--- config.mk ---
export PLATFORM = sky130hd
export DESIGN_NAME = rtz_isqrt
export DESIGN_NICKNAME = d
export VERILOG_FILES = /design/src/rtl/rtz_isqrt.sv
export SDC_FILE = /design/constraint.sdc
export NUM_CORES = 2
export LEC_CHECK = 0
export BUFFER_PORTS_ARGS = -buffer_cell sky130_fd_sc_hd__clkbuf_2
export CAP_MARGIN = 40
export CORE_MARGIN = 8
export CORE_UTILIZATION = 60
export DETAILED_ROUTE_END_ITERATION = 10
export GPL_ROUTABILITY_DRIVEN = 1
export GPL_TIMING_DRIVEN = 0
export PLACE_DENSITY = 0.72
export SLEW_MARGIN = 20
export SYNTH_ARGS = -nofsm -noshare
export SYNTH_HDL_FRONTEND = slang
export SYNTH_SLANG_ARGS = --single-unit
--- constraint.sdc ---
create_clock -name clk -period 5.7 [get_ports clk]
set_input_delay 0.285 -clock clk [delete_from_list [all_inputs] [get_ports clk]]
set_output_delay 0.285 -clock clk [all_outputs]
set_load 0.02 [all_outputs]
--- src/rtl/rtz_isqrt.sv ---
// rtz_isqrt: pipelined integer square root, one root bit per register stage
// standalone, no package use
module rtz_isqrt #(
	parameter int V_W = 58
) (
	input  logic           clk,
	input  logic [V_W-1:0] val,
	output logic [V_W/2:0] root
);

	localparam int N     = V_W / 2 + 1;
	localparam int RES_W = V_W + 2;

	logic [V_W-1:0]   v_s   [0:N];
	logic [RES_W-1:0] res_s [0:N];

	assign v_s[0]   = val;
	assign res_s[0] = '0;

	for (genvar k = 0; k < N; k++) begin : g_stage
		localparam logic [RES_W-1:0] BIT = RES_W'(1) << (V_W - 2 * k);
		logic [RES_W-1:0] trial;
		logic             ge;

		assign trial = res_s[k] + BIT;
		assign ge    = ({2'b00, v_s[k]} >= trial);

		always_ff @(posedge clk) begin
			v_s[k+1]   <= ge ? (v_s[k] - trial[V_W-1:0]) : v_s[k];
			res_s[k+1] <= ge ? ((res_s[k] >> 1) + BIT) : (res_s[k] >> 1);
		end
	end

	assign root = res_s[N][V_W/2:0];

endmodule

==> out/metrics.csv <==
metric,value,unit
relSlewSlack,38.00,%
htree_levels,4,
yosys.cell_types.count,94,
area_delta_synth_final,13.18,%
period_share,86.55,%
ys_seq_elements,2117,
run_status,finished clean,
p_leak,0.04095,uW
worst_ep_arrival_time,5560,ps
synthArstFlopShare,0,%
initial_utilization,60.43,%
grt_pass1_vias,56821,
multi_input_area,34180,um2
hpwl,153700,um
gp_congestion,0.9377,
p_per_area,523.1,nW/um2
synth.largest_area_cell,dfxtp_1,
drv_cap,0,
grt_start_max_net_pins,18,
num_io_pins,89,
cp-startpoint,res_s[150],
cts_made_buffers,199,
synth_area_leaders,"dfxtp_1 (53%), ha_1 (7.3%), xnor2_1 (4.2%)",
hold_ws,93.52,ps
fmax,202.7,MHz
synth_fp_nets,8453,
synth_common_cells,"dfxtp_1 (2,117), inv_1 (580), nand2_1 (548)",
synth_top_area_share,53.42,%
drive_gt1_share,7.093,%
synth.most_common_cell,dfxtp_1,
rows,133,
synth_edf_count,0,
hold_viol,0,
syn_avg_cell_area,10.00,um2
viasPerCell,5.653,
ys_seq_area_share,53.42,%
clock_latency,830,ps
ir_drop,0.4677,mV
cts_setup_buffers,0,
critPathKind,flop to flop,
drtPass1Iterations,6,
dieArea,144100,um2
period_needed,4934,ps
yosysWarningCount,0,
clk_pin_slew,70,ps
hp-class,input port to flop,
post_cts_resized,0,
post-route-util,68.39,%
synth_ff_type,dfxtp_1,
drv_slew,0,
hp-start,val[48],
wl,200300,um
tightest_slew,921.6,ps
coreArea,131300,um2
clk_path_buf_depth,3,
r2r_start,res_s[150],
fp.dieH,379.6,um
grt_use_total,26.57,%
antenna_found_initial,8,
cts_tree,built,
syn-instance-count,7934,
die_width,379.6,um
root_buffer,clkbuf_16,
nets,8809,
rsz0062_at_grt,no,
drcViolationCount,0,
regArea,42380,um2
dr_total_vias,57752,
ant_nets,0,
clock_skew,58.53,ps
io_buffers,87,
required,6330,ps
fillers,10136,
cp_max_fo,10,
syn_area,79340,um2
overflow,0,
endpoint_kind,flop,
finalSetupTns,0,ps
post_drt_wl_per_cell,19.60,um
setup_viol,0,
drt_iter0_drc,4438,
clock-sinks,2117,
grt_pass1_wl,312600,um
start_kind,flop,
[routing by layer]
metal	GRT usage [%]	wire length, um	part of all wire (%)	up-vias
met5	0	0	0	-
met4	6.107	3712	1.9	0
met3	3.732	10310	5.1	309
met2	44.38	93570	47	1511
li1	-	-	-	28339
met1	36.61	92670	46	27593
[path summary, 6_finish.rpt]
check,depth (start not counted),to,slack [ps]
max,13,v_s[78],770
min,2,v_s[1730],90
max reg2reg,13,v_s[78],770
min reg2reg,0,v_s[1664],330
[critical path, stage by stage (launching register included)]
cell and delay [ps]:
dfxtp_1 330, inv_1 70, ha_1 270, clkbuf_1 330
nand4b_1 440, nor4_1 780, a41oi_1 340, nand3_1 300
a21oi_1 60, o21ba_2 230, clkbuf_1 360, clkbuf_1 610
clkbuf_1 490, a21oi_1 150
[repair_timing]
action | 4_1_cts | 5_1_grt
hold buffers | 58 | 0
hold endpoints to repair | 58 | 0
setup endpoints to repair | 0 | 0
[cell families after synthesis]
group                      share of synthesized area [%]
DFF                                                53.42
muxes                                              1.020
other                                           0.004727
xor gates and xnor gates                           7.783
adders and majority gates                          7.254
AOI/OAI and AO/OA                                  11.78
buffers and inverters                              3.561
and+or+nand+nor                                    15.18
[cell usage in the layout (no fill, tap or decap), types with 93 or more instances in the layout]
| cell type | instances |
|---|---|
| nor4_1 | 260 |
| clkbuf_16 | 199 |
| a21oi_1 | 499 |
| nor2_1 | 505 |
| xnor2_1 | 377 |
| inv_1 | 580 |
| nand2b_1 | 93 |
| nand3_1 | 134 |
| xor2_1 | 328 |
| nor3_1 | 210 |
| ha_1 | 460 |
| nand2_1 | 548 |
| a21o_1 | 162 |
| o21ai_0 | 360 |
| nand4_1 | 124 |
| dfxtp_1 | 2117 |
| clkbuf_1 | 153 |
[through the flow]
stage          worst slack [ps]  cells  cell area [um2]  total power (uW)
3_3_place_gp              978.0   9776            81970             32830
2_1_floorplan              2382   7934            79340             29200
3_5_place_dp              858.8   9783            82050             32990
5_1_grt                   443.3  10214            89790             49440
6_report                  766.5  10217            89790             46980
4_1_cts                   810.1  10211            89760             47020
[report_power, final]
group | switching [uW] | total (uW) | internal [uW] | leakage [uW]
Clock | 5770 | 13900 | 8180 | 0.00345
Combinational | 6810 | 12000 | 5150 | 0.0197
Sequential | 2930 | 21100 | 18100 | 0.0177
[final cells by class]
class	instances	area share (%)
flip-flops and latches	2117	47.20
multi-input cells	5080	38.06
inverters	582	2.433
diodes	3	0.008361
well taps	1755	2.445
clock inverters	92	1.612
repair buffers	155	1.196
plain buffers	155	0.7134
clock buffers	278	6.333
[flip-flops by register name, summed over array words and instances (netlist names)]
| name | flops |
|---|---|
| v_s | 1682 |
| res_s | 406 |
| root | 29 |
Note: power is estimated with default switching activity, not from simulation.
