## src/rtl/rtz_udiv.sv

```systemverilog
// rtz_udiv: pipelined restoring divider, one quotient bit per register stage
// standalone, no package use
module rtz_udiv #(
	parameter int NUM_W = 36,
	parameter int DEN_W = 20,
	parameter int QUO_W = 28
) (
	input  logic             clk,
	input  logic [NUM_W-1:0] num,
	input  logic [DEN_W-1:0] den,
	output logic [QUO_W-1:0] quo
);

	logic [NUM_W-1:0] rem_s [0:QUO_W];
	logic [DEN_W-1:0] den_s [0:QUO_W];
	logic [QUO_W-1:0] quo_s [0:QUO_W];

	assign rem_s[0] = num;
	assign den_s[0] = den;
	assign quo_s[0] = '0;

	for (genvar k = 0; k < QUO_W; k++) begin : g_stage
		localparam int B = QUO_W - 1 - k;
		logic [NUM_W-1:0] hi;
		logic             ge;
		logic [NUM_W-1:0] sub;

		assign hi  = rem_s[k] >> B;
		assign ge  = ({{DEN_W{1'b0}}, hi} >= {{NUM_W{1'b0}}, den_s[k]});
		assign sub = rem_s[k] - (NUM_W'(den_s[k]) << B);

		always_ff @(posedge clk) begin
			rem_s[k+1] <= ge ? sub : rem_s[k];
			den_s[k+1] <= den_s[k];
			quo_s[k+1] <= quo_s[k] | (QUO_W'(ge) << B);
		end
	end

	assign quo = quo_s[QUO_W];

endmodule

```

## config.mk

```make
export PLATFORM = sky130hd
export DESIGN_NAME = rtz_udiv
export DESIGN_NICKNAME = d
export VERILOG_FILES = /design/src/rtl/rtz_udiv.sv
export SDC_FILE = /design/constraint.sdc
export NUM_CORES = 2
export LEC_CHECK = 0
export BUFFER_PORTS_ARGS = -buffer_cell sky130_fd_sc_hd__buf_2
export CELL_PAD_IN_SITES_DETAIL_PLACEMENT = 1
export CELL_PAD_IN_SITES_GLOBAL_PLACEMENT = 1
export CORE_UTILIZATION = 50
export CTS_BUF_LIST = sky130_fd_sc_hd__clkbuf_2
export DETAILED_ROUTE_END_ITERATION = 8
export PLACE_DENSITY = 0.84
export SETUP_SLACK_MARGIN = 0.02
export SLEW_MARGIN = 20
export SYNTH_ARGS = -nofsm -noshare
export SYNTH_HDL_FRONTEND = slang
export SYNTH_SLANG_ARGS = --single-unit
```

## constraint.sdc

```tcl
create_clock -name clk -period 3.6 [get_ports clk]
set_input_delay 0.54 -clock clk [delete_from_list [all_inputs] [get_ports clk]]
set_output_delay 0.54 -clock clk [all_outputs]
set_load 0.05 [all_outputs]
```

==> impl_metrics.json <==
{
  "status": "complete, but fails checks",
  "violations": "setup timing",
  "synth-seq-area-share_pct": 54.7,
  "syn_inst": 6747,
  "crit_arrival_ps": 5290,
  "max_cap_viol_count": 0,
  "area_growth_pct": 12.4,
  "grt_pass1_wl_um": 300000,
  "num_rows": 137,
  "r2r_cells": 12,
  "crit_end": "g_stage[1].hi[8]",
  "cp-start-kind": "primary input",
  "ys_async_sr_fraction_pct": 0,
  "drtAntennaViolNets": 0,
  "drt-vias-per-instance": 5.37,
  "crit_type": "in -> reg",
  "worst_hold_slack_ps": 93.2,
  "cts_tree": "yes",
  "power_mw": 65.2,
  "setup_ws_ps": -20.6,
  "clock_skew_ps": 251,
  "start_util_pct": 50.4,
  "power_density_nw_per_um2": 826,
  "yosys.area.top_type": "dfxtp_1",
  "final_common_cell": "dfxtp_1",
  "endpoint_kind": "flip-flop",
  "yosysUniqueCellTypes": 96,
  "numPlacedInstances": 8636,
  "clock_latency_ps": 1770,
  "yosys_warnings": 0,
  "nets": 7990,
  "die_w_um": 377,
  "finalCriticalPeriod_ps": 3620,
  "clkTransAtPathRegs_ps": 130,
  "core-area_um2": 139000,
  "ys_top_cells_by_area": "dfxtp_1, ha_1, inv_1",
  "cts-root-buf": "clkbuf_2",
  "yosys_register_bits": 1918,
  "stdcell_count": 9655,
  "grt_antenna_before_repair": 10,
  "htreeDepth": 5,
  "die-area_um2": 142000,
  "maxSlewViolCount": 0,
  "crit_fanout": 3,
  "grt_pass1_vias": 55939,
  "io_pins": 85,
  "cts_sinks": 1918,
  "stdcell_area_um2": 79000,
  "final_cell_mix": "dfxtp_1, clkbuf_2, inv_1, ha_1, nand2_1",
  "drt-initial-drc-count": 2974,
  "worstHoldPathCells": 0,
  "cts_buffers": 467,
  "grt_max_degree": 48,
  "vias": 51840,
  "gp_congestion": 0.865,
  "layout-drive-gt1-share_pct": 14.2,
  "dr.pass1.iters": 5,
  "finalSetupTns_ps": -45.5,
  "leakagePower_nw": 36.5,
  "max_freq_mhz": 276,
  "hpwl_um": 125000,
  "grtUsageTotal_pct": 26.4,
  "synth_area_um2": 70200,
  "max_stage_delay_ps": 700,
  "hold_path.class": "reg -> reg",
  "crit_slowest_cell": "dlygate4sd3_1",
  "cp-startpoint": "den[1]",
  "dieHeight_um": 377,
  "relSlewSlack_pct": 25.3,
  "synth_top_area_share_pct": 54.7,
  "rrSetupSlack_ps": -10,
  "synth_enable_flop_cells": 0,
  "wl_per_cell_um": 19.8,
  "routed_wl_um": 192000,
  "portBuffers": 84,
  "fill_cells": 15609,
  "r2r_end": "g_stage[3].hi[5]",
  "post-route-drc-count": 0,
  "cp_common_cell": "dlygate4sd3_1",
  "critical_path.cell_chain": "dlygate4sd3_1, dlygate4sd3_1, buf_2, dlygate4sd3_1, inv_1, ha_1, nor2b_1, o21ai_0, nand2b_1, a21o_1, a21o_1, a21o_1, a21oi_1, xnor2_1, mux2_2, dlygate4sd3_1",
  "final_hold_viol_count": 0,
  "setup_violations": 3,
  "ys.flop_type": "dfxtp_1",
  "post-route-period-util_pct": 101,
  "worst_pin_slew_ps": 1120,
  "syn-num-nets": 7325,
  "postPlaceCellArea_um2": 73000,
  "cp.required_ps": 5270,
  "syn_avg_cell_area_um2": 10.4,
  "ir_drop_v": 0.000401,
  "grt-ovfl-total": 0,
  "r2r-start": "den_s[522]",
  "clock_path_buffers": 4
}
logic make-up (layout without fill, tap and decap cells):
family | Yosys count | in the layout | share of synthesized area (%)
flip-flops | 1918 | 1918 | 54.7
AO/OA/AOI/OAI | 1454 | 1454 | 12.9
AND/OR/NAND/NOR | 1445 | 1446 | 10.1
buffers and inverters | 774 | 1797 | 4.35
adder cells (fa/ha/maj) | 521 | 521 | 9.57
XOR/XNOR | 486 | 486 | 6.06
multiplexers | 149 | 149 | 2.39
other | 0 | 8 | 0
metrics by stage:
step                      setup WS (ps)  utilization, %
after floorplan                     595               -
after global placement             29.6            52.3
after detailed placement           27.3            52.3
after CTS                          56.7            56.5
after global routing              -25.3            56.7
final                             -20.6            56.7
registers in the layout (all words and copies together), names as in the netlist:
signal and flops:
g_stage.hi 621, den_s 540, quo_s 378, rem_s 351, quo 28
critical path, delay by kind of cell:
| family | cells | cell delay (ps) |
|---|---|---|
| buf+inv | 6 | 2550 |
| mux | 1 | 270 |
| simple gates | 2 | 370 |
| fa+ha+maj | 1 | 320 |
| compound gates | 5 | 1110 |
| xor+xnor | 1 | 120 |
cell usage after synthesis, drive strengths merged, types with 42 or more instances:
master / instances
or3: 44
inv: 646
nand3: 76
nand2b: 90
xnor2: 268
nor4: 48
mux2: 133
nor3: 96
o21bai: 42
nor2: 341
ha: 494
o21ai: 430
dfxtp: 1918
buf: 50
a21o: 185
o21a: 61
clkbuf: 77
nand4: 77
xor2: 218
nor2b: 87
a21oi: 423
nand2: 439
metal layers:
layer	GRT usage [%]	routed length (um)	vias to the layer above
met5	0	13	-
met4	13.9	9240	2
met1	29.5	77000	25217
met3	4.77	7940	641
li1	-	-	24569
met2	47.7	97300	1411
cell type report:
class                      count  area, um2  share of cell area [%]
tap                         1876       2350                    2.97
clock buffer                 683       3420                    4.33
multi-input combinational   4056      28900                    36.6
timing repair buffer         322       2730                    3.45
inverter                     647       2430                    3.07
sequential                  1918      38400                    48.6
antenna                        8       20.0                  0.0253
clock inverter               145        714                   0.905
timing repair:
action	4_1_cts	5_1_grt
pin swaps	0	8
hold buffers	169	0
setup endpoints to repair	3	81
gates resized for setup	1	18
endpoints found under the hold margin	57	0
cloned	0	1
buffers inserted	0	14
worst min path at each step:
stage	startpoint	to
2_1_floorplan	rem_s[701]	g_stage[10].hi[0]
3_3_place_gp	quo_s[474]	quo_s[446]
3_5_place_dp	quo_s[48]	quo[20]
4_1_cts	num[33]	g_stage[1].hi[7]
5_1_grt	rem_s[439]	rem_s[403]
6_report	rem_s[439]	rem_s[403]
where the power goes:
part           internal [mW]  leakage, nW  switching [mW]
clock                   5.37         3.20            8.99
combinational           9.91         17.3            13.0
sequential              25.2         16.1            2.71
No activity file was read; power rests on OpenSTA's default activity.
